===== src/hw/rtl/wbpr_ram.sv =====
// Generic single-write, single-read RAM with registered read data.
module wbpr_ram #(
  parameter int WIDTH = 8,
  parameter int DEPTH = 32,
  localparam int AW = (DEPTH > 1) ? $clog2(DEPTH) : 1
) (
  input  logic             clk,
  input  logic             we,
  input  logic [AW-1:0]    waddr,
  input  logic [WIDTH-1:0] wdata,
  input  logic             re,
  input  logic [AW-1:0]    raddr,
  output logic [WIDTH-1:0] rdata
);

  logic [WIDTH-1:0] mem [DEPTH];

  always_ff @(posedge clk) begin
    if (we) begin
      mem[waddr] <= wdata;
    end
    if (re) begin
      rdata <= mem[raddr];
    end
  end

endmodule


===== config.mk =====
export PLATFORM = sky130hd
export DESIGN_NAME = wbpr_ram
export DESIGN_NICKNAME = d
export VERILOG_FILES = /design/src/hw/rtl/wbpr_ram.sv
export SDC_FILE = /design/constraint.sdc
export NUM_CORES = 1
export LEC_CHECK = 0
export BUFFER_PORTS_ARGS = -buffer_cell sky130_fd_sc_hd__buf_4
export CORE_ASPECT_RATIO = 1.2
export CORE_UTILIZATION = 45
export DETAILED_ROUTE_END_ITERATION = 16
export PLACE_DENSITY = 0.73
export SYNTH_ARGS = -nofsm -noshare
export SYNTH_HDL_FRONTEND = slang
export SYNTH_SLANG_ARGS = --single-unit

===== constraint.sdc =====
create_clock -name clk -period 2.81 [get_ports clk]
set_input_delay 0.4215 -clock clk [delete_from_list [all_inputs] [get_ports clk]]
set_output_delay 0.4215 -clock clk [all_outputs]
set_load 0.03 [all_outputs]

==> metrics.md <==
| Metric | Value |
|---|---|
| Run status | completed |
| Final Instance Count excl. Fillers | 770 |
| Area of the mapped netlist | 10100 sq um |
| Slack of the worst reg-to-reg path | 0.83 ns |
| Number of iterations in the first detailed-routing pass | 7 |
| Tightest Hold Check Type | primary input to flop |
| Number of clock sinks | 264 |
| Post-Place Setup Slack | 0.299 ns |
| First DRT Iteration DRCs | 512 |
| Fmax achieved | 504 MHz |
| Prevailing post-synth register cell | sky130_fd_sc_hd__edfxtp_1 |
| Final critical delay including setup and external delays | 1.98 ns |
| Pin count of the biggest net entering global routing | 33 |
| Mux cell area share after synthesis | 18.7% |
| Leakage Power | 3.66 nW |
| Max IR drop VDD | 0.361 mV |
| Arr. time, crit path | 2.24 ns |
| Die Span X | 139 um |
| Antenna Cells | 0 |
| Number of enable-type register cells in the synthesized netlist | 264 |
| Number of warnings issued by yosys | 0 |
| Port Buf Inserts | 28 |
| Die span in y | 166 um |
| Crit path max fanout | 26 |
| Starting density of the core | 46.4% |
| Drt wl/cell | 25.6 um |
| Number of pins exceeding their max-slew limit in the final report | 0 |
| Main combinational cell family by area after synthesis | multiplexers |
| Fraction of synthesized cell area taken by the top area cell type | 78.2% |
| Net count of the mapped netlist | 438 |
| Least setup slack across all paths after layout | 0.827 ns |
| Antenna Nets Post-Route | 0 |
| Number of hold buffers added after CTS | 0 |
| Least-Margin Pin Slew | 0.857 ns |
| Aggregate routed wire length | 19700 um |
| Synth Register Bits | 264 |
| Worst setup SP type | primary input |
| Most frequent cells after synthesis | 264 x sky130_fd_sc_hd__edfxtp_1, 80 x sky130_fd_sc_hd__mux4_2, 33 x sky130_fd_sc_hd__nor2_1 |
| Rel. slew slack | 42.7% |
| Share of synthesized flip-flops with an asynchronous set or reset | 0% |
| TritonCTS clock tree | done |
| Fraction of final layout cells with drive strength greater than 1 | 36.1% |
| Max-cap violations | 0 |
| Htree depth | 1 |
| Number of setup violations in the final report | 0 |
| Grt total ovfl | 0 |
| All-layer global routing usage | 17.9% |
| Crit. End Element | flop |
| Count of different cell masters after synthesis | 14 |
| Global-route wire length before repair | 30500 um |
| Clock slew at the register clock pins of the worst setup and hold paths | 0.06 ns |
| Leading cell types by total area after synthesis | sky130_fd_sc_hd__edfxtp_1 78%, sky130_fd_sc_hd__mux4_2 18%, sky130_fd_sc_hd__nor2_1 1.2%, sky130_fd_sc_hd__mux2_2 0.89%, sky130_fd_sc_hd__buf_4 0.44% |
| Data required, critical path | 3.07 ns |
| Avg Synthesized Cell Area | 24.3 sq um |
| Number of rows created at floorplan | 59 |
| Root buffer selected by CTS | sky130_fd_sc_hd__clkbuf_16 |
| Number of global-route vias before repair | 4769 |
| Layout overhead on the synthesized area | 14.8% |
| Sum of net half-perimeters after detailed placement | 12600 um |
| Worst setup path class | primary input to flop |
| Count of endpoints failing hold in the final timing report | 0 |
| Setup repair after global routing missed its margin | false |
| Via total after detailed routing | 4507 |
| Core box area | 21900 sq um |
| Dominant cell by count in the synthesized netlist | sky130_fd_sc_hd__edfxtp_1 |
| Clock latency of the later-clocked register in the worst-skew pair | 0.52 ns |
| Final nets | 500 |
| Synthesized netlist cell count | 417 |
| Synth Area in Simple Gates | 2.05% |
| Antenna violations before repair | 0 |
| Xor/xnor share of the synthesized area | 0% |
| CTS Buf Count | 24 |
| Period Utilization, post-route | 70.6% |
| Final setup TNS | 0 ns |
| GPL Wtd Cong | 0.747 |
| Number of top-level pins | 29 |
| Cell accounting for the most synthesized area | sky130_fd_sc_hd__edfxtp_1 |
| Placed insts | 727 |
| Die Footprint | 23100 sq um |
| Post-Synth Adder-Cell Area | 0% |
| Residual DRC count | 0 |
| Compound-Gate Fraction of Synth Area | 0% |
| Power density normalized to cell area | 696 nW/um^2 |
| Clk_skew | 0.00925 ns |
| Number of buffers on the longest clock path | 3 |
| Number of buffers inserted by post-CTS setup repair | 0 |
| Count of cells resized by post-cts repair | 0 |
| Sequential cell area fraction in the yosys report | 78.2% |
| Detail-routed via count per cell | 5.85 |
## state kept, by name, summed over array words and instances, names as in the netlist
| name | cells |
|---|---|
| mem | 256 |
| rdata | 8 |
## placed cells by master (no fill, tap or decap)
master / instances
sky130_fd_sc_hd__buf_12: 5
sky130_fd_sc_hd__clkbuf_16: 25
sky130_fd_sc_hd__or3b_2: 3
sky130_fd_sc_hd__clkbuf_1: 6
sky130_fd_sc_hd__nand2_1: 1
sky130_fd_sc_hd__nand3_1: 2
sky130_fd_sc_hd__edfxtp_1: 264
sky130_fd_sc_hd__clkinv_2: 4
sky130_fd_sc_hd__or3_1: 1
sky130_fd_sc_hd__bufinv_16: 3
sky130_fd_sc_hd__buf_4: 51
sky130_fd_sc_hd__mux4_2: 80
sky130_fd_sc_hd__nor2_1: 33
sky130_fd_sc_hd__clkinv_1: 5
sky130_fd_sc_hd__nand3b_1: 5
sky130_fd_sc_hd__mux2_2: 8
## area by class of cell
type	instances	area, sq um
clock inverter	12	129
clock buffer	31	648
tap	274	343
sequential	264	7930
fill	1626	10200
timing repair buffer	56	483
multi-input combinational	133	2100
## routing by layer
layer	track usage (%)	vias up	routed length, um
met5	0	-	0
met4	4.88	0	344
met3	2.19	34	874
met2	30.2	140	10200
met1	24.9	2432	8330
li1	-	1901	-
## report_power, final
part	internal (mW)	total [mW]	leakage (nW)	switching (mW)
Sequential	4.39	4.41	2.38	0.0167
Clock	1.90	3.23	0.381	1.34
Combinational	0.200	0.446	0.898	0.246
Total	6.49	8.09	3.66	1.60
## through the flow
step / hold WS [ns] / cell area [sq um] / util, % / total power, mW
finish: 0.211 / 11600 / 53.2 / 8.09
global route: 0.217 / 11600 / 53.2 / 8.30
CTS: 0.205 / 11600 / 53.2 / 8.13
detailed placement: 0.737 / 10900 / 49.7 / 4.94
global placement: 0.734 / 10900 / 49.7 / 4.93
floorplan: 0.520 / 10100 / - / 4.75
## worst max-delay path: stages
cell and delay (ns):
sky130_fd_sc_hd__buf_4 0.14, sky130_fd_sc_hd__buf_12 0.24, sky130_fd_sc_hd__mux4_2 0.57, sky130_fd_sc_hd__mux4_2 0.55, sky130_fd_sc_hd__mux2_2 0.29
## kinds of logic (layout without fill, tap and decap cells)
kind of cell | Yosys count | count (layout)
muxes | 88 | 88
DFF | 264 | 264
buffers and inverters | 20 | 99
and+or+nand+nor | 45 | 45
## final timing paths
| kind | startpoint | endpoint | cells past startpoint |
|---|---|---|---|
| worst max-delay path | raddr[0] | rdata[5] | 5 |
| worst min-delay path | re | rdata[0] | 1 |
| worst max register to register | mem[31][2] | rdata[2] | 3 |
| worst min register to register | mem[23][7] | rdata[7] | 3 |
Note: power is estimated with default switching activity, not from simulation.
